### src/acfc_dly.sv
// Fixed-length register delay line with a shared advance enable.
// Stand-alone, no package needed.
`timescale 1ns / 1ps

module acfc_dly #(
  parameter int unsigned W = 8,
  parameter int unsigned N = 2
) (
  input  logic         clk_i,
  input  logic         en_i,
  input  logic [W-1:0] d_i,
  output logic [W-1:0] q_o
);

  logic [W-1:0] tap_q [N];

  always_ff @(posedge clk_i) begin
    if (en_i) begin
      tap_q[0] <= d_i;
      for (int k = 1; k < N; k++) begin
        tap_q[k] <= tap_q[k-1];
      end
    end
  end

  assign q_o = tap_q[N-1];

endmodule

### config.mk
export PLATFORM = sky130hd
export DESIGN_NAME = acfc_dly
export DESIGN_NICKNAME = d
export VERILOG_FILES = /design/src/acfc_dly.sv
export SDC_FILE = /design/constraint.sdc
export NUM_CORES = 1
export LEC_CHECK = 0
export ABC_AREA = 0
export BUFFER_PORTS_ARGS = -buffer_cell sky130_fd_sc_hd__clkbuf_2
export CORE_MARGIN = 5
export CORE_UTILIZATION = 40
export CTS_BUF_LIST = sky130_fd_sc_hd__clkbuf_16
export DETAILED_ROUTE_END_ITERATION = 6
export PLACE_DENSITY_LB_ADDON = 0.3
export RECOVER_POWER = 25
export SETUP_SLACK_MARGIN = 0.2
export SYNTH_ARGS = -nofsm -noshare
export SYNTH_HDL_FRONTEND = slang
export SYNTH_SLANG_ARGS = --single-unit
### constraint.sdc
create_clock -name clk_i -period 1.6 [get_ports clk_i]
set_clock_uncertainty 0.1 [all_clocks]
set_input_delay 0 -clock clk_i [delete_from_list [all_inputs] [get_ports clk_i]]
set_output_delay 0 -clock clk_i [all_outputs]
set_load 0.02 [all_outputs]
# ---- After elaboration in Yosys (flattened, before gate mapping)
# Memories as Yosys holds them, arrays and structs flattened.
# Cells that the tools add are included.
dict set report op_classes {
  n_mux 2
}
# op count
set op_table {}
lappend op_table {{$mux W1} 2}
dict set report word_totals {
  ramBits 16
  in_bits 10
  elab_cells 3
  out_inout_bits 8
  ff_bits 0
  n_memories 1
}
# memory words width read_ports rd_clocked_by_memory_dff write_ports line_no
set mem_list {}
lappend mem_list {tap_q 2 8 2 0 2 15} ;# logic [W-1:0] tap_q [N];

# ---- Logic depth before layout (Yosys ltp)
dict set report depth {
  word_depth 2
  ltp_mapped 1
}

# ---- Worst setup path before layout
# Ideal clock, no wire load.
dict set report synth_timing {
  path_type {register -> register}
  from {memory tap_q[0][2]}
  to {memory tap_q[1][2], in the netlist tap_q[0][10], data pin}
  path_stages_with_launch 1
  period_less_slack_ps 689
  arrival_time_ps 323
  path_slack_ps 911
  t_required_ps 1234
  path_cell_list {edfxtp_1}
}
# item line_no
set synth_lines {}
lappend synth_lines {{start: declaration} 15}

==> impl_results.md <==
* Outcome: finished, final reports clean
* Area after DPL at 584 um2
* CTS tree: built
* Crit Path Max Fanout at 1
* H-tree depth at 1
* Die area at 2190 um2
* R2R Setup Slk at 870 ps
* Routed Antenna Nets at 0
* Design Area, Final at 738 um2
* Row Count at 13
* Vias in the first global route at 246
* Layout fillers at 100
* Final Max Slew Viols at 0
* Async SR Flop Fraction at 0%
* 1st-iter DRT viols at 0
* GRT Total Usage at 7.76%
* Least-Margin Pin Slew at 746 ps
* Starting Density at 42.1%
* Sum Neg Setup Slack at 0 ps
* Synth top area share at 88.9%
* VDD IR max at 0.762 mV
* Leakage at 0.295 nW
* Max-cap violations at 0
* Logic gate share of total power at 6.0%
* CP Capture Type: output pin
* Router iterations before antenna repair at 1
* Min-Delay Path Depth at 1
* Pin count of the biggest net entering global routing at 17
* Routed via count at 254
* Footprint of the multi-input gates at 0 um2
* Synth top area cells: edfxtp_1, buf_4
* Die width at 46.8 um
* Clk sink count at 16
* Tmin final at 856 ps
* Clk pwr share at 44.2%
* Internal power at 853 uW
* Final Cycle Share at 53.5%
* Clk buf depth at 2
* Ports at 18
* Area delta synth->final at 36.6%
* Syn. warnings at 0
* Total grt overflow at 0
* CP Cell Sequence: clkbuf_2
* Post-Route WL at 649 um
* Root buffer cell: clkbuf_16
* Synthesized area at 541 um2
* Largest area contributor in the netlist: edfxtp_1
* WP buf/inv at 1
* Reg2reg start: tap_q[0][0]
* Reg2reg end: tap_q[0][8]
* Hold path startpoint: en_i
* Max Freq at 1.17 GHz
* CORE AREA at 1280 um2
* Remaining routing DRC violations at 0
* #MultiIn Comb at 0
* Slowest-stage cell, CP: edfxtp_1
* GP Congestion at 0.557
* Layout Nets at 56
* Final Core Density at 57.4%
* Share of layout cells above drive strength 1 at 43.2%
* Pre-CTS WS at 836 ps
* Vias per cell at 4.31
* Flop pwr share at 49.7%
* RSZ-0062 raised after global routing: false
* Critical Path Start Type: register
* Biggest regs: tap_q x16
* Post-Synthesis Cells at 24
* Worst r2r path cells at 0
* Final Hold Viols at 0
* Register with the most flip-flops: tap_q
* Synth Net Count at 34
* Top delay family on crit path: flip-flops
* Sw Share at 16.2%
* Clock slew at reported path FFs at 40 ps
* FF+latch count, synth at 16
* Final setup viols at 0
* Initial antenna violation count at 0
* Most numerous cell in the Yosys netlist: edfxtp_1
* Register area share after synthesis at 88.9%
* Final WS setup at 744 ps
* Worst min-delay path endpoint: tap_q[0][0]
* Inserted Clock Buffers at 3
* Switching power at 165 uW
* First-pass GRT wire length at 1040 um
* Final Hold Slack at 254 ps
* Worst min path class: in -> reg
* Largest stage delay, worst path at 360 ps
* Syn Area/Cell at 22.5 um2
* Max FFs per register at 16
* Routed wire length per instance at 11.0 um
* CP arrival at 760 ps
* Pwr/cell area at 1380 nW/um2
* Ys flop type: edfxtp_1
* Die height at 46.8 um
* Commonest cells post-synth: edfxtp_1, buf_4
* Diode count at 0
* Worst slew margin at 50.3%
* Number of synthesized flops with an enable pin at 16
* Clk Latency, worst-skew pair at 230 ps
* Worst path required time at 1500 ps
* Crit path kind: reg -> out
* Input/output buffers at 17
* Cell variety after synth at 2
## kinds of logic after synthesis
family                 count (synthesis)  synth area share, %
buffers and inverters                  8                 11.1
flip-flops                            16                 88.9
## cell type report
cell class,count,area [um2],area share [%]
well taps,15,18.8,2.54
repair buffers,25,164,22.2
flip-flops and latches,16,480,65.1
clock buffers,3,75.1,10.2
## per-layer routing
layer	part of all wire [%]	routed length [um]	track usage, %
met5	0	0	0
met4	1.5	10	8.29
met3	15	100	2.68
met2	49	316	12.5
met1	34	222	7.27
## power groups by stage
stage                     clock [mW]  sequential (mW)  combinational (mW)
after floorplan                    0            0.511              0.0361
after global placement             0            0.511              0.0464
after detailed placement           0            0.514              0.0473
after CTS                      0.461            0.507              0.0621
after global routing           0.479            0.510              0.0654
final                          0.450            0.506              0.0615
## worst max-delay path by stage
stage	end	startpoint	cells after the start	slack [ps]
after floorplan	tap_q[0][10]	tap_q[0][2]	0	910
after global placement	tap_q[0][11]	en_i	1	860
after detailed placement	tap_q[0][13]	en_i	1	840
after CTS	q_o[5]	tap_q[0][13]	1	730
after global routing	q_o[0]	tap_q[0][8]	1	700
final	q_o[6]	tap_q[0][14]	1	740
## placed cells by master (no fill, tap or decap), drive strengths merged
| master | count |
|---|---|
| clkbuf | 20 |
| edfxtp | 16 |
| dlygate4sd3 | 8 |
## through the flow
| step | cells | total power [mW] |
|---|---|---|
| global route | 59 | 1.05 |
| detailed placement | 48 | 0.561 |
| global placement | 48 | 0.558 |
| CTS | 59 | 1.03 |
| floorplan | 24 | 0.547 |
| finish | 59 | 1.02 |
## what timing repair did
action | in CTS | in global routing
hold endpoints to repair | 8 | 0
buffers inserted | 0 | 0
endpoints found under the setup margin | 0 | 0
resized for setup | 0 | 0
hold buffers | 8 | 0
No activity file was read; power rests on OpenSTA's default activity.
