[src/acfc_pkg.sv]
// Package for the arc centre block: shared widths, the multiplier latency and the
// state record handed along the long-division cell row. No dependencies.
`timescale 1ns / 1ps

package acfc_pkg;

  localparam int unsigned RAD_W   = 31;
  localparam int unsigned NUM_W   = 2 * RAD_W + 2;
  localparam int unsigned ROOT_W  = NUM_W / 2;
  localparam int unsigned MUL_LAT = 3;

  localparam logic [RAD_W-1:0] RAD_MAX = '1;

  typedef struct packed {
    logic [NUM_W-1:0] rem;
    logic [NUM_W-1:0] nq;
    logic [NUM_W-1:0] dvs;
  } div_t;

endpackage

[src/acfc_div_cell.sv]
// One restoring long-division step: shifts in a numerator bit, subtracts the
// divisor where it fits and records the quotient bit. Uses acfc_pkg.
`timescale 1ns / 1ps

module acfc_div_cell
  import acfc_pkg::*;
(
  input  logic clk_i,
  input  logic en_i,
  input  div_t st_i,
  output div_t st_o
);

  logic [NUM_W:0] t;
  logic [NUM_W:0] diff;
  logic           ge;
  div_t           st_q;

  assign t    = {st_i.rem, st_i.nq[NUM_W-1]};
  assign diff = t - {1'b0, st_i.dvs};
  assign ge   = t >= {1'b0, st_i.dvs};

  always_ff @(posedge clk_i) begin
    if (en_i) begin
      st_q.rem <= ge ? diff[NUM_W-1:0] : t[NUM_W-1:0];
      st_q.nq  <= {st_i.nq[NUM_W-2:0], ge};
      st_q.dvs <= st_i.dvs;
    end
  end

  assign st_o = st_q;

endmodule

[config.mk]
export PLATFORM = sky130hd
export DESIGN_NAME = acfc_div_cell
export DESIGN_NICKNAME = d
export VERILOG_FILES = /design/src/acfc_pkg.sv /design/src/acfc_div_cell.sv
export SDC_FILE = /design/constraint.sdc
export NUM_CORES = 1
export LEC_CHECK = 0
export BUFFER_PORTS_ARGS = -buffer_cell sky130_fd_sc_hd__buf_2
export CAP_MARGIN = 20
export CORE_MARGIN = 2
export CORE_UTILIZATION = 23
export DETAILED_ROUTE_END_ITERATION = 6
export PLACE_DENSITY_LB_ADDON = 0.2
export SYNTH_ARGS = -nofsm -noshare
export SYNTH_HDL_FRONTEND = slang
export SYNTH_SLANG_ARGS = --single-unit
[constraint.sdc]
create_clock -name clk_i -period 5.8 [get_ports clk_i]
set_clock_uncertainty 0.05 [all_clocks]
set_input_delay 0.58 -clock clk_i [delete_from_list [all_inputs] [get_ports clk_i]]
set_output_delay 0.58 -clock clk_i [all_outputs]
set_load 0.05 [all_outputs]
; Word level (Yosys, flattened, before mapping)
; Cells that the tools add are included.
; W data, S select, Z words.
[classes]
add_sub_neg = 1
magnitude_cmp = 1
muxes = 1
[op_table]
columns = operator, count
row1 = $ge A65 B64 Y1, 1
row2 = $mux W64, 1
row3 = $sub A64 B64 Y64, 1
[word_totals]
reg_bits = 192
input_bits = 194
out_inout_bits = 192
elab_cells = 6

; Depth between registers and ports, before layout
[logic_depth]
word_depth = 2
ltp_mapped = 17
ltp_nobuf = 13

; Worst setup path after synthesis
; Ideal clock, no wire load.
[synth_path]
kind = input-to-reg
from = input st_i[1] (netlist bit)
to = register st_q (netlist bit st_o[181]), data pin
setup_time_ns = 0.260
arrival_ns = 3.704
required_time_ns = 5.490
setup_slack_ns = 1.785
path_stages = 16
n_path_buf = 3
cell_sequence = inv_1 ha_1 nor2b_2 o21ai_1 o21a_2 o31a_1 o31a_1 o41ai_2 a41o_2 a31oi_4 o211a_1 buf_6 clkinv_4 buf_12 buf_12 mux2_4
[synth_between]
elab_chain_cells = 2
elab_cells_between_ends = 3
cone_classes = add/sub: 1 / order compare: 1 / mux: 1
[synth_rtl]
columns = element, line
row1 = "start, declared", acfc_div_cell.sv:10  ; input div_t st_i,
row2 = $ge A65 B64 Y1, acfc_div_cell.sv:21  ; assign ge = t >= {1'b0, st_i.dvs};
row3 = named net ge, acfc_div_cell.sv:16  ; logic ge;
row4 = $mux W64, acfc_div_cell.sv:25  ; st_q.rem <= ge ? diff[NUM_W-1:0] : t[NUM_W-1:0];
row5 = "end, declared", acfc_div_cell.sv:17  ; div_t st_q;
; The timed path passes the listed nets, and every way through them passes these cells.
; A chain may end at the register's enable or synchronous reset.

; Worst setup path in the final report
[layout_path]
from = input st_i[1] (netlist bit)
to = register st_q (netlist bit st_o[160]), data pin
[layout_between]
elab_chain_cells = 2
elab_cells_between_ends = 3
cone_classes = add/sub: 1 / order compare: 1 / mux: 1
[layout_rtl]
columns = element, line
row1 = $sub A64 B64 Y64 or $ge A65 B64 Y1 (tied branches), "acfc_div_cell.sv:20, acfc_div_cell.sv:21"
row2 = $mux W64 (*), acfc_div_cell.sv:25
; Every way passes the cells marked *; elsewhere a longest branch is shown, timed or not.

==> impl_metrics.toml <==
[logic_synthesis]
synth.distinct_cells = 69
synth.top_cell.area_share_pct = 54.26
synth_ff_type = "edfxtp_1"
ys_warn_count = 0
synthTopCellsByArea = "edfxtp_1, ha_1, mux2_2"
ys_async_sr_fraction_pct = 0
muxShareOfSynthArea_pct = 6.865
synth_area_per_cell_um2 = 12.02
synth_top_family_by_area = "compound AO/OA/AOI/OAI gates"
ys_seq_area_share_pct = 54.26
synth_fp_nets = 1143
yosysTopAreaCell = "edfxtp_1"
synth_edf_count = 192
synth_seq_cells = 192
netlist_area_um2 = 10630
synthCells = 884
yosys.area_share.simple_pct = 8.090
yosys.area_share.xor_xnor_pct = 4.616
synth_compound_area_share_pct = 14.05
synth_fa_ha_area_share_pct = 7.725

[floorplanning]
start_util_pct = 23.36
core_area_um2 = 45480
fp.dieArea_um2 = 47930
fp.dieW_um = 218.9
io_pins = 386
die_h_um = 218.9
num_rows = 78

[finish]
nets = 1525
final_area_um2 = 13810
multi_input_area_um2 = 4393
fillers = 4825
drive_gt1_share_pct = 38.55
largest_reg_flops = 192
layout_common_cells = "buf_2, edfxtp_1, inv_1, a21oi_1, ha_1"
final_common_cell = "buf_2"
fin_cells = 1881
syn_to_final_growth_pct = 30.02
seq_area_um2 = 5766

[clocking]
cts_hold_buf = 0
cts_tree = "done"
cts_resized = 0
root_buffer = "clkbuf_16"
clockBufferDepth = 2
cts_buffers = 17
clkSlewWorstSetupHoldPaths_ns = 0.08
cts-htree-levels = 4
cts.sink_count = 192
cts_setup_buffers = 0

[place]
preCtsSetupSlack_ns = 0.9456
io_buffers = 385
dpl_cell_area_um2 = 13210
dpl.cell_count = 1847
hpwl_um = 27830
gp_congestion = 0.8050

[timing]
max_slew.worst_pin.slew_ns = 0.8349
hold_viol = 0
maxSlewViolCount = 0
fin_ws_ns = 1.470
fmax_mhz = 230.9
layout_min_cycle_time_ns = 4.330
setup_violations = 0
fin_crit_sh_pct = 74.66
rsz0062_at_grt = "no"
slew_headroom_pct = 44.34
tns_ns = 0

[worst_hold_path]
min_path_type = "primary input to flop"

[global_routing]
grt_pass1_wl_um = 50260
antenna_found_initial = 3
grt_overflow = 0
grt_max_degree = 101
track_usage_pct = 14.31
grt_pass1_vias = 8408

[critical_path]
cp_data_arrival_time_ns = 4.52
cp_slowest_cell = "clkinv_4"
crit_top_cell = "o31a_1"
path_delay_family = "compound AO/OA/AOI/OAI gates"
critPathMaxFanout = 59
worstPathCellList = "buf_2, inv_1, ha_1, nor2b_2, o21ai_1, o21a_2, o31a_1, o31a_1, o41ai_2, buf_4, a41o_2, a31oi_4, o211a_1, clkinv_4, mux2_2"
endpoint_kind = "flop"
criticalPathCategory = "primary input to flop"
max_stage_delay_ns = 0.46
setup.worst_path.start_class = "primary input"
path_buf_inv = 4
worstPathRequired_ns = 5.99

[detailed_routing]
vias = 8408
ant_nets = 0
highest_layer = "met5"
wirelength_um = 35170
post-route-drc-count = 0
drtIter0Drc = 538
avgViaCountPerCell = 4.470
wl_per_cell_um = 18.70
drt_first_pass_iters = 4
wl_met2_um = 16800
wl_met3_um = 2398
wl_met1_um = 15230

[pwr]
irDropWorstVdd_uv = 183.7
p_leak_nw = 6.089
power_density_nw_per_um2 = 318.3

[status]
status = "complete, no violations"

[job]
max_cap_viol_count = 0
## Yosys cell counts, types with 4 or more instances
cell	count
a211oi_1	7
nand3_1	10
mux2_2	51
clkbuf_1	19
mux2_4	7
o21bai_1	13
nor2b_1	7
a21oi_1	71
nand2b_1	4
a31oi_1	8
a21boi_0	5
a21o_1	36
ha_1	64
inv_1	80
and3_1	11
mux2i_1	5
o21ai_0	35
nand2_1	58
nand4_1	15
nor3_1	9
nor2_1	37
o31ai_1	7
xnor2_1	37
buf_4	4
a211o_1	4
edfxtp_1	192
xor2_1	19
## cell families after synthesis
group | count (synthesis)
adder cells (fa/ha/maj) | 65
AO/OA/AOI/OAI | 225
AND/OR/NAND/NOR | 175
buffers and inverters | 108
XOR/XNOR | 56
flip-flops | 192
multiplexers | 63
## cell type report
class	instances	share of cell area [%]
Multi-Input combinational cell	584	31.80
Timing Repair Buffer	390	14.38
Antenna cell	2	0.03623
Clock inverter	15	1.295
Clock buffer	17	3.079
Tap cell	600	5.434
Sequential cell	192	41.74
Inverter	81	2.237
## path summary, 6_finish.rpt
check,startpoint,end,slack (ns),depth (start not counted)
max,st_i[1],st_o[160],1.47,15
min,st_i[71],st_o[72],0.21,1
## stage by stage
stage | utilization [%] | hold WS, ns | power, W
2_1_floorplan | - | 0.6289 | 0.002792
3_3_place_gp | 29.04 | 0.7074 | 0.003192
3_5_place_dp | 29.04 | 0.7082 | 0.003196
4_1_cts | 30.36 | 0.1521 | 0.004479
5_1_grt | 30.37 | 0.1658 | 0.004605
6_report | 30.38 | 0.2074 | 0.004397
## where the power goes
group | switching [W] | internal (W)
clock | 0.000659 | 0.000586
combinational | 0.000987 | 0.000420
sequential | 0.0000363 | 0.00171
total | 0.00168 | 0.00272
## metal layers
metal | up-vias | track usage [%]
met3 | 35 | 4.768
li1 | 4070 | -
met1 | 4034 | 17.40
met4 | 2 | 5.090
met5 | - | 0
met2 | 267 | 23.60
Note: power is estimated with default switching activity, not from simulation.
