[src/acfc_sqrt_cell.sv]
// One digit step of a restoring integer square root, two radicand bits per
// cell. Stand-alone, no package needed.
`timescale 1ns / 1ps

module acfc_sqrt_cell #(
  parameter int unsigned NW = 64
) (
  input  logic              clk_i,
  input  logic              en_i,
  input  logic [NW-1:0]     rad_i,
  input  logic [NW/2+1:0]   rem_i,
  input  logic [NW/2-1:0]   root_i,
  output logic [NW/2-1:0]   root_o,
  output logic [NW/2+1:0]   rem_o,
  output logic [NW-1:0]     rad_o
);

  localparam int unsigned HW = NW / 2;

  logic [HW+3:0] t, trial, diff;
  logic          ge;
  logic [NW-1:0] rad_q;
  logic [HW+1:0] rem_q;
  logic [HW-1:0] root_q;

  assign t     = {rem_i, rad_i[NW-1:NW-2]};
  assign trial = {2'b00, root_i, 2'b01};
  assign diff  = t - trial;
  assign ge    = t >= trial;

  always_ff @(posedge clk_i) begin
    if (en_i) begin
      rad_q  <= {rad_i[NW-3:0], 2'b00};
      rem_q  <= ge ? diff[HW+1:0] : t[HW+1:0];
      root_q <= {root_i[HW-2:0], ge};
    end
  end

  assign rad_o  = rad_q;
  assign rem_o  = rem_q;
  assign root_o = root_q;

endmodule

[config.mk]
export PLATFORM = sky130hd
export DESIGN_NAME = acfc_sqrt_cell
export DESIGN_NICKNAME = d
export VERILOG_FILES = /design/src/acfc_sqrt_cell.sv
export SDC_FILE = /design/constraint.sdc
export NUM_CORES = 1
export LEC_CHECK = 0
export ABC_AREA = 1
export BUFFER_PORTS_ARGS = -buffer_cell sky130_fd_sc_hd__buf_2
export CORE_ASPECT_RATIO = 1.4
export CORE_MARGIN = 3
export CORE_UTILIZATION = 31
export CTS_CLUSTER_SIZE = 28
export DETAILED_ROUTE_END_ITERATION = 8
export PLACE_DENSITY = 0.52
export SLEW_MARGIN = 20
export SYNTH_ARGS = -nofsm -noshare
export SYNTH_HDL_FRONTEND = slang
export SYNTH_SLANG_ARGS = --single-unit
[constraint.sdc]
create_clock -name clk_i -period 2.06 [get_ports clk_i]
set_input_delay 0.103 -clock clk_i [delete_from_list [all_inputs] [get_ports clk_i]]
set_output_delay 0.103 -clock clk_i [all_outputs]
set_load 0.03 [all_outputs]
After elaboration in Yosys (flattened, before gate mapping)

Cells that the tools add are included.

Flip-flop bits (word level): 128

Mux-type cells: 1
Magnitude comparators: 1
Add/subtract/negate cells: 1

Operators with widths:

| operator                                         | number |
|---|---|
| 36-bit by 34-bit >= comparator with 1-bit output | 1 |
| 34-bit two-way mux                               | 1 |
| 34-bit subtractor                                | 1 |

Longest topological paths before layout

Word-level depth: 2
Mapped depth: 16
Mapped depth without buffers: 15

Worst setup path before layout

Ideal clock, no wire load.

Path kind: input to register
Start point: input port root_i[13]
End point: register rem_q[25], in the netlist rem_o[25] (data pin)
Arrival time: 1.486 ns
Stages: 15
Setup slack: 0.321 ns
Cell sequence: inv_1 -> ha_1 -> nand2_1 -> inv_1 -> nand2_1 -> nand2_1 -> nand2_1 -> nand2_1 -> a21oi_1 -> nand2_1 -> nand2_1 -> nand2_4 -> buf_4 -> nand3_1 -> nand2_1

Word-level cells in the longest chain between the ends: 2

Ends and longest elaborated chain:

| what                                                                                  | RTL line | source |
|---|---|---|
| from (decl)                                                                           | 12       | `input logic [NW/2-1:0] root_i,` |
| 34-bit subtractor or 36-bit by 34-bit >= comparator with 1-bit output (tied branches) | 28, 29   |  |
| 34-bit two-way mux (*)                                                                | 34       | `rem_q <= ge ? diff[HW+1:0] : t[HW+1:0];` |
| to (signal assigned)                                                                  | 34       |  |
| to (decl)                                                                             | 23       | `logic [HW+1:0] rem_q;` |

Every way passes the cells marked *; elsewhere a longest branch is shown, timed or not.
A chain may end at the register's enable or synchronous reset.

Final worst setup path

Start point: input port rem_i[31]
End point: register rem_q[20], in the netlist rem_o[20] (data pin)

Word-level cells in the longest chain between the ends: 2

Ends and longest elaborated chain:

| what                                             | RTL line | source |
|---|---|---|
| from (decl)                                      | 11       | `input logic [NW/2+1:0] rem_i,` |
| 36-bit by 34-bit >= comparator with 1-bit output | 29       | `assign ge = t >= trial;` |
| 34-bit two-way mux                               | 34       |  |

Every way passes these cells.

==> results_dict.tcl <==
set metrics [dict create \
    synth_area_per_cell_um2 8.90 \
    ctsHoldBuffers 125 \
    dpl-instance-area_mm2 0.00904 \
    vias 6609 \
    cts_max_path_buffers 2 \
    start_util 0.321 \
    antenna_left 0 \
    cts_root_buf "clkbuf_16" \
    setup_viol 0 \
    viasPerCell 4.28 \
    cts_setup_buffers 0 \
    core_mm2 0.0215 \
    ctsResizeCount 0 \
    power.density_mw_per_mm2 811 \
    crit_top_cell "nand2_1" \
    drtIter0Drc 228 \
    synth_seq_cells 128 \
    hpwl_um 17000 \
    intPower_mw 6.31 \
    grt_overflow 0 \
    cts_inserted_buffers 17 \
    die_w_um 132 \
    switching_share 0.290 \
    placedCellCount 1386 \
    netlist_area_mm2 0.00690 \
    synthCells 775 \
    cts.clk_slew.worst_paths_ns 0.06 \
    synth_top_family_by_area "simple AND/OR/NAND/NOR gates" \
    fill_cells 2089 \
    irDropWorstVdd_v 0.000563 \
    path_class "in -> reg" \
    antenna_found_initial 0 \
    wl_met3_um 1300 \
    yosys_warnings 0 \
    finalInstanceArea_mm2 0.0110 \
    wirelength_um 22100 \
    cpPeakStageDelay_ns 0.53 \
    place_congestion 0.839 \
    synthAdderAreaFrac 0.0617 \
    finalMaxSlewViolations 0 \
    port_buffers 259 \
    met2_length_um 12200 \
    power_frac_seq 0.364 \
    synth_simple_gate_area_frac 0.239 \
    holdCritPathClass "in -> reg" \
    grt_first_pass_wirelength_um 34600 \
    max_freq_ghz 0.542 \
    dp_slack_ns -0.176 \
    path_cells "dlygate4sd3_1 -> buf_2 -> ha_1 -> a21oi_1 -> nand2_1 -> nor2_1 -> nand2_4 -> inv_4 -> nand2_1 -> nand2_1" \
    crit_fanout 33 \
    combPwrFrac 0.251 \
    wl_met1_um 8250 \
    start_kind "primary input" \
    synth_compound_area_frac 0.0321 \
    grt_setup_unrepaired "false" \
    cp-startpoint "rem_i[31]" \
    synth_cell_type_count 25 \
    min_period_over_period 0.895 \
    cp.required_ns 2.35 \
    cts_htree_levels 4 \
    min_period_ns 1.84 \
    numClockSinks 128 \
    grt_max_degree 44 \
    first_global_vias 6829 \
    die-area_mm2 0.0241 \
    dr.pass1.iters 5 \
    synth_xor_area_frac 0.0229 \
    setup_ws_ns 0.216 \
    drc 0 \
    crit_arrival_ns 2.13 \
    postLayoutCoreUtil 0.509 \
    ioPinCount 262 \
    syn2layout_area_growth_pct 58.8 \
    rows 63 \
    topRoutingLayerUsed "met4" \
    slowest_stage "dlygate4sd3_1" \
    p_total_mw 8.89 \
    p_sw_mw 2.58 \
    final-hold-violation-count 0 \
    num_antenna_cells 0 \
    drive_gt1_frac 0.296 \
    die_h_um 183 \
    fin_nets 1404 \
    status "finished clean" \
    final_cells 1543 \
    end_kind "flop" \
    cap_violations 0 \
    p_clk_frac 0.385 \
    holdCritStartpoint "en_i" \
    routedWlPerCell_um 14.3 \
    cts_tree "yes" \
    grt_use_total 0.185 \
    p_leak_nw 5.50 \
    synthMuxAreaShare 0 \
    yosysSeqAreaShare 0.557 \
]
[layout make-up]
cell class	instances	area, um2	area share
inverter	140	528	0.0482
clock buffer	19	433	0.0395
timing repair buffer	451	3090	0.282
tap	292	365	0.0333
multi-input combinational	500	2460	0.224
clock inverter	13	233	0.0212
sequential	128	3840	0.351
[registers in the layout, summed over array words and instances, names as in the netlist]
name,cells
root_o,32
rad_o,62
rem_o,34
[per-layer routing]
| metal | up-vias | global-route usage |
|---|---|---|
| li1 | 3393 | - |
| met1 | 2989 | 0.190 |
| met2 | 204 | 0.361 |
| met3 | 23 | 0.0483 |
| met4 | 0 | 0.0567 |
| met5 | - | 0 |
[per-stage QoR]
stage	hold slack, ns	TNS [ns]
2_1_floorplan	0.202	0
3_3_place_gp	0.279	-4.92
3_5_place_dp	0.281	-4.97
4_1_cts	0.0574	0
5_1_grt	0.0549	0
6_report	0.0685	0
[worst paths after layout]
check / end / slack, ns / cells past startpoint
max: rem_o[20] / 0.22 / 10
min: rem_o[22] / 0.07 / 1
[power groups by stage]
stage | Sequential [mW] | Combinational (mW) | Clock [mW]
floorplan | 3.84 | 0.689 | 0
global placement | 3.29 | 2.06 | 0
detailed placement | 3.29 | 2.07 | 0
CTS | 3.24 | 2.26 | 3.51
global route | 3.26 | 2.45 | 3.64
finish | 3.24 | 2.23 | 3.42
[synth_stat cells, drive strengths merged]
cell / count / area share
conb: 1 / 0.00054
nand4: 6 / 0.0054
o21ai: 13 / 0.0094
edfxtp: 128 / 0.56
xnor2: 3 / 0.0038
nand2: 291 / 0.16
nand3b: 4 / 0.0044
and2: 3 / 0.0027
ha: 34 / 0.062
xor2: 15 / 0.019
inv: 140 / 0.077
or2: 1 / 0.00091
nand3: 39 / 0.029
o21bai: 3 / 0.0033
buf: 8 / 0.010
nor2: 57 / 0.034
nor3: 3 / 0.0022
a21oi: 26 / 0.019
[worst max-delay path: cells and delay by family]
kind	cells	cell delay, ns
compound gates	1	0.16
fa+ha+maj	1	0.33
buf+inv	3	0.97
simple gates	5	0.55
[kinds of logic (layout without fill, tap and decap cells)]
kind of cell,Yosys count,in the layout
AND/OR/NAND/NOR,404,404
adder cells (fa/ha/maj),34,34
XOR/XNOR,18,18
buffers and inverters,148,623
flip-flops,128,128
other,1,2
AO/OA/AOI/OAI,42,42
[placed cells by master (no fill, tap or decap), drive strengths merged]
cell type | netlist | layout
nand2 | 291 | 291
or2 | 1 | 1
inv | 140 | 142
a21oi | 26 | 26
and2 | 3 | 3
clkbuf | 0 | 19
edfxtp | 128 | 128
ha | 34 | 34
clkinvlp | 0 | 3
conb | 1 | 2
nand3 | 39 | 39
o21ai | 13 | 13
nor2 | 57 | 57
nand4 | 6 | 6
clkinv | 0 | 2
nand3b | 4 | 4
o21bai | 3 | 3
xor2 | 15 | 15
xnor2 | 3 | 3
buf | 8 | 326
dlygate4sd3 | 0 | 125
bufinv | 0 | 6
nor3 | 3 | 3
No activity file was read; power rests on OpenSTA's default activity.
