[config.mk]
export PLATFORM = sky130hd
export DESIGN_NAME = acfc_mul
export DESIGN_NICKNAME = d
export VERILOG_FILES = /design/src/acfc_mul.sv
export SDC_FILE = /design/constraint.sdc
export NUM_CORES = 2
export LEC_CHECK = 0
export BUFFER_PORTS_ARGS = -buffer_cell sky130_fd_sc_hd__buf_4
export CAP_MARGIN = 10
export CORE_UTILIZATION = 50
export CTS_CLUSTER_DIAMETER = 120
export CTS_CLUSTER_SIZE = 16
export DETAILED_ROUTE_END_ITERATION = 7
export GPL_TIMING_DRIVEN = 0
export PLACE_DENSITY = 0.77
export SLEW_MARGIN = 20
export SYNTH_ARGS = -nofsm -noshare
export SYNTH_HDL_FRONTEND = slang
export SYNTH_SLANG_ARGS = --single-unit
[constraint.sdc]
create_clock -name clk_i -period 8.3 [get_ports clk_i]
set_clock_uncertainty 0.05 [all_clocks]
set_input_delay 0 -clock clk_i [delete_from_list [all_inputs] [get_ports clk_i]]
set_output_delay 0 -clock clk_i [all_outputs]
set_load 0.005 [all_outputs]
[src/acfc_mul.sv]
// Pipelined unsigned multiplier built from four half-width partial products.
// Three register stages; stand-alone, no package needed.
`timescale 1ns / 1ps

module acfc_mul #(
  parameter int unsigned W = 32
) (
  input  logic           clk_i,
  input  logic           en_i,
  input  logic [W-1:0]   a_i,
  input  logic [W-1:0]   b_i,
  output logic [2*W-1:0] p_o
);

  localparam int unsigned LW = (W + 1) / 2;
  localparam int unsigned HW = W - LW;

  logic [2*LW-1:0] ll_q, lo2_q;
  logic [W-1:0]    lh_q, hl_q;
  logic [2*HW-1:0] hh_q, hi2_q;
  logic [W:0]      mid_q;
  logic [2*W-1:0]  p_q;

  always_ff @(posedge clk_i) begin
    if (en_i) begin
      ll_q  <= a_i[LW-1:0] * b_i[LW-1:0];
      lh_q  <= a_i[LW-1:0] * b_i[W-1:LW];
      hl_q  <= a_i[W-1:LW] * b_i[LW-1:0];
      hh_q  <= a_i[W-1:LW] * b_i[W-1:LW];
      mid_q <= (W+1)'(lh_q) + (W+1)'(hl_q);
      lo2_q <= ll_q;
      hi2_q <= hh_q;
      p_q   <= {hi2_q, lo2_q} + (2*W)'({mid_q, {LW{1'b0}}});
    end
  end

  assign p_o = p_q;

endmodule

### After elaboration in Yosys (flattened, before gate mapping)

Cells that the tools add are included.

* bits in registers: 289
* bits of input ports: 66
* output and inout port bits: 64
* word-level logic and storage cells: 14

* add/sub/neg operators: 2
* multiply operators: 4

Operator list (number)
* 16-bit by 16-bit multiplier with 32-bit output: 4
* 64-bit by 49-bit adder with 64-bit output: 1
* 32-bit by 32-bit adder with 33-bit output: 1

### Depth between registers and ports, before layout

* word-level depth: 1
* gate-level depth with buffers: 23
* mapped depth without buffers: 22

### Worst setup path after synthesis

OpenSTA, ideal clock, no wires.

* kind: input-to-reg
* start: input b_i[17]
* end: register hh_q[30], data pin
* setup time: 0.255 ns
* arrival: 5.517 ns
* path slack: 2.478 ns
* stages: 20
* buffers on the path: 1
* cells stage by stage: clkbuf_1 > nand2_1 > fa_1 > fa_1 > fa_1 > fa_1 > inv_1 > fa_1 > inv_1 > fa_1 > inv_1 > ha_1 > and3_1 > a221oi_2 > a21oi_1 > o221a_4 > a211oi_2 > o21ai_2 > or4_1 > and3_1

* cells in the longest elaborated chain, start to end: 1

RTL lines
* start: declaration: RTL line 11 `input logic [W-1:0] b_i,`
* 16-bit by 16-bit multiplier with 32-bit output: RTL line 29 `hh_q <= a_i[W-1:LW] * b_i[W-1:LW];`
* end signal: assignment: RTL line 29
* end: declaration: RTL line 20 `logic [2*HW-1:0] hh_q, hi2_q;`

No other way between the ends.
A chain may end at the register's enable or synchronous reset.

### Worst setup path in the final report

* start: input b_i[1]
* end: register ll_q[30], data pin

* cells in the longest elaborated chain, start to end: 1

RTL lines
* 16-bit by 16-bit multiplier with 32-bit output: RTL line 26 `ll_q <= a_i[LW-1:0] * b_i[LW-1:0];`
* end signal: assignment: RTL line 26
* end: declaration: RTL line 18 `logic [2*LW-1:0] ll_q, lo2_q;`

No other way between the ends.

==> key figures <==
Run status
  • Outcome: finished, final reports clean

STA
  • Setup Total Neg Slack: 0 ns
  • Fin worst setup slack: 0.838 ns
  • Tmin final: between 7 and 8 ns
  • Final hold vios: 0
  • Period Utilization, post-route: 89.9%
  • Unrepaired setup endpoints after global routing: no
  • Final-report setup violation count: 0
  • Max Freq: 134 MHz
  • Slew margin rel.: between 20% and 30%
  • Least-Margin Pin Slew: approximately 1.1 ns
  • Max Slew Vio Count: 0

Detailed routing
  • DR vias: ~34000
  • DRC: 0
  • Final ANT Viol Nets: 0
  • WL/cell: 21.7 µm
  • Detailed Routing Iterations Pass 1: 6
  • DRT iter0 DRCs: 2804
  • Final WL: between 100 and 150 mm
  • Vias per cell: 5.58

Min path
  • HP Class: input port to register

Floorplan
  • FP Rows: 111
  • Core area: 91700 µm²
  • Die width: 306 µm
  • Die Y: 306 µm
  • Die area: 93700 µm²
  • Boundary pin count: 130
  • Initial Util: 50.4%

Synth
  • Yosys Warn Count: 0
  • Most used DFF post-synth: edfxtp_1
  • Ys async rst share: 0%
  • Seq/Total Area, Yosys: a little under a fifth
  • Number of synthesized flops with an enable pin: 289
  • Synthesis-stage register bit count: 289
  • Synth cell types: 67
  • Synth area leader: fa_1
  • Mapped Nets: between 6000 and 7000
  • Largest cells by area after synthesis: fa_1 34%, edfxtp_1 19%, ha_1 13%, inv_1 7.7%, and2_1 6.7%
  • Yosys top cell area share: 33.7%
  • Post-synthesis instance total: 4765
  • Synthesized area: 46200 µm²
  • Average cell area after synthesis: 9.70 µm²

Critical path
  • Max stage delay on crit path: 0.87 ns
  • CP Buf/Inv Count: 4
  • R2R Setup Slk: 4.66 ns
  • Max FO, Critical Path: 10
  • CP dominant cell by count: fa_1
  • CP Launch Type: input port
  • Arr. time, crit path: 7.62 ns
  • Family with the most delay on the worst path: adder cells
  • Setup Crit Path Kind: input port to register
  • Element type at the critical path end: register
  • Slowest cell on the critical path: o311ai_2
  • Critical path, cell by cell: dlygate4sd3_1 -> buf_4 -> clkbuf_1 -> nand2_1 -> fa_1 -> fa_1 -> inv_1 -> fa_1 -> fa_1 -> fa_1 -> fa_1 -> ha_1 -> a21oi_1 -> o211ai_1 -> a221oi_1 -> nand3b_1 -> a31oi_1 -> or2_1 -> a21oi_1 -> a21oi_1 -> o311ai_2
  • Worst path required time: around 8.5 ns

Clock tree
  • CTS Buf Count: 22
  • Clock slew at reported path FFs: ~0.07 ns
  • Setup repair bufs after CTS: 0
  • Latest clock arrival within the worst-skew pair: 0.56 ns
  • CTS max path bufs: 3
  • Root Buffer: clkbuf_16
  • H-tree depth: 1
  • CTS tree: built
  • Clock sink count: around 290

Global routing
  • Grt total ovfl: 0
  • Pin count of the biggest net entering global routing: around 100
  • First-pass GRT wire length: between 200 and 250 mm
  • Initial antenna violation count: 19
  • Vias in the first global route: 35319
  • Total Routing Usage GR: between 20 and 30%

Finish
  • Nets@finish: 6251
  • Commonest non-fill, non-tap cell in the layout: inv_1
  • Most frequent cells in the layout: 952 x inv_1, 778 x fa_1, 631 x nand2_1, 492 x and2_1, 481 x ha_1
  • Layout cells sized above 1: 3.84%
  • Fill cells: 8175
  • Area growth from synthesis to layout: 6.93%

Placement
  • Pre-CTS setup slack: a little under 0.8 ns
  • Post-DP HPWL: between 100 and 150 mm
  • Routability cong.: 1.06
  • Port-buffer cells: 129

Run
  • Max-cap viol count: 0
## kinds of logic (layout without fill, tap and decap cells)
family / Yosys count / count (layout) / synth area share, %
simple gates: 1385 / 1385 / 14.7
fa+ha+maj: 1259 / 1259 / 46.7
buf+inv: 1165 / 1327 / 9.46
compound gates: 485 / 485 / 6.95
flops: 289 / 289 / 18.8
xor+xnor: 181 / 181 / 3.43
mux: 1 / 1 / 0.0216
other cells: 0 / 10 / 0
## cell type report
cell class | count | area, µm² | area share, %
multi-input combinational | 3311 | 33200 | 67.1
sequential | 289 | 8680 | 17.6
inverter | 952 | 3570 | 7.23
tap | 1186 | 1480 | 3.00
timing repair buffer | 137 | 1090 | 2.21
buffer | 213 | 801 | 1.62
clock buffer | 24 | 579 | 1.17
antenna | 10 | 25.0 | 0.0506
clock inverter | 1 | 16.3 | 0.0329
## layer usage
metal	wire length, µm	track usage (%)	share of wire (%)	vias up
met1	50200	36.5	38	16986
met5	78	0	0.059	-
li1	-	-	-	15113
met2	59800	46.1	45	1665
met4	7190	13.5	5.4	12
met3	15400	8.08	12	403
## sequential cells by signal (all words and copies together) (netlist names)
register,count
hl_q,32
hh_q,32
mid_q,33
ll_q,32
lh_q,32
lo2_q,32
p_o,64
hi2_q,32
## worst register-to-register path: stages, from the launching register on
cell and delay [ns]:
edfxtp_1 0.37, ha_1 0.27, inv_1 0.09, fa_1 0.19
nand2b_1 0.15, a21oi_1 0.10, o2111ai_1 0.41, nand3_1 0.25
a31oi_1 0.46, o31ai_2 0.20, a21oi_1 0.57, nor2_1 0.13
xor2_1 0.17
## cell usage after synthesis, drive strengths merged, types with 2 or more instances
master,instances
or3,8
and3,12
nand4,23
o22ai,5
or2,5
and4,6
a41oi,4
edfxtp,289
a211o,8
inv,952
a21oi,156
nor2b,18
nand3,35
nand2,631
a221oi,2
o21a,21
o221ai,5
a211oi,25
a41o,3
xnor2,116
nand2b,21
nor3,17
o2111ai,5
clkbuf,213
nor2,106
a2111o,3
o41ai,5
o31ai,9
nor3b,2
nand3b,2
or4,2
and2,492
o21ba,3
a31o,3
a21boi,5
o211ai,12
a311oi,2
xor2,65
a21o,84
a31oi,24
o21bai,13
o21ai,81
nor4,4
fa,778
ha,481
## worst paths after layout
path | start | to | cells past startpoint
worst max-delay path | b_i[1] | ll_q[30] | 21
worst min-delay path | b_i[17] | lh_q[2] | 5
worst max register to register | lo2_q[16] | p_o[60] | 12
worst min register to register | ll_q[12] | lo2_q[12] | 0
## timing repair
item | in CTS | in global routing
hold endpoints to repair | 96 | 0
hold buffers | 6 | 0
setup endpoints to repair | 0 | 0
gates resized for setup | 0 | 0
## per-stage QoR
step	hold slack [ns]	instances	area [µm²]	util (%)
2_1_floorplan	0.0625	4765	46200	-
4_1_cts	0.141	6113	49400	53.9
6_report	0.162	6123	49400	53.9
3_5_place_dp	0.306	6082	48800	53.2
5_1_grt	0.197	6117	49400	53.9
3_3_place_gp	0.294	6080	48700	53.1
Power is not shown: default switching activity piles up to over one toggle a cycle in this logic, so the estimate is an artifact.
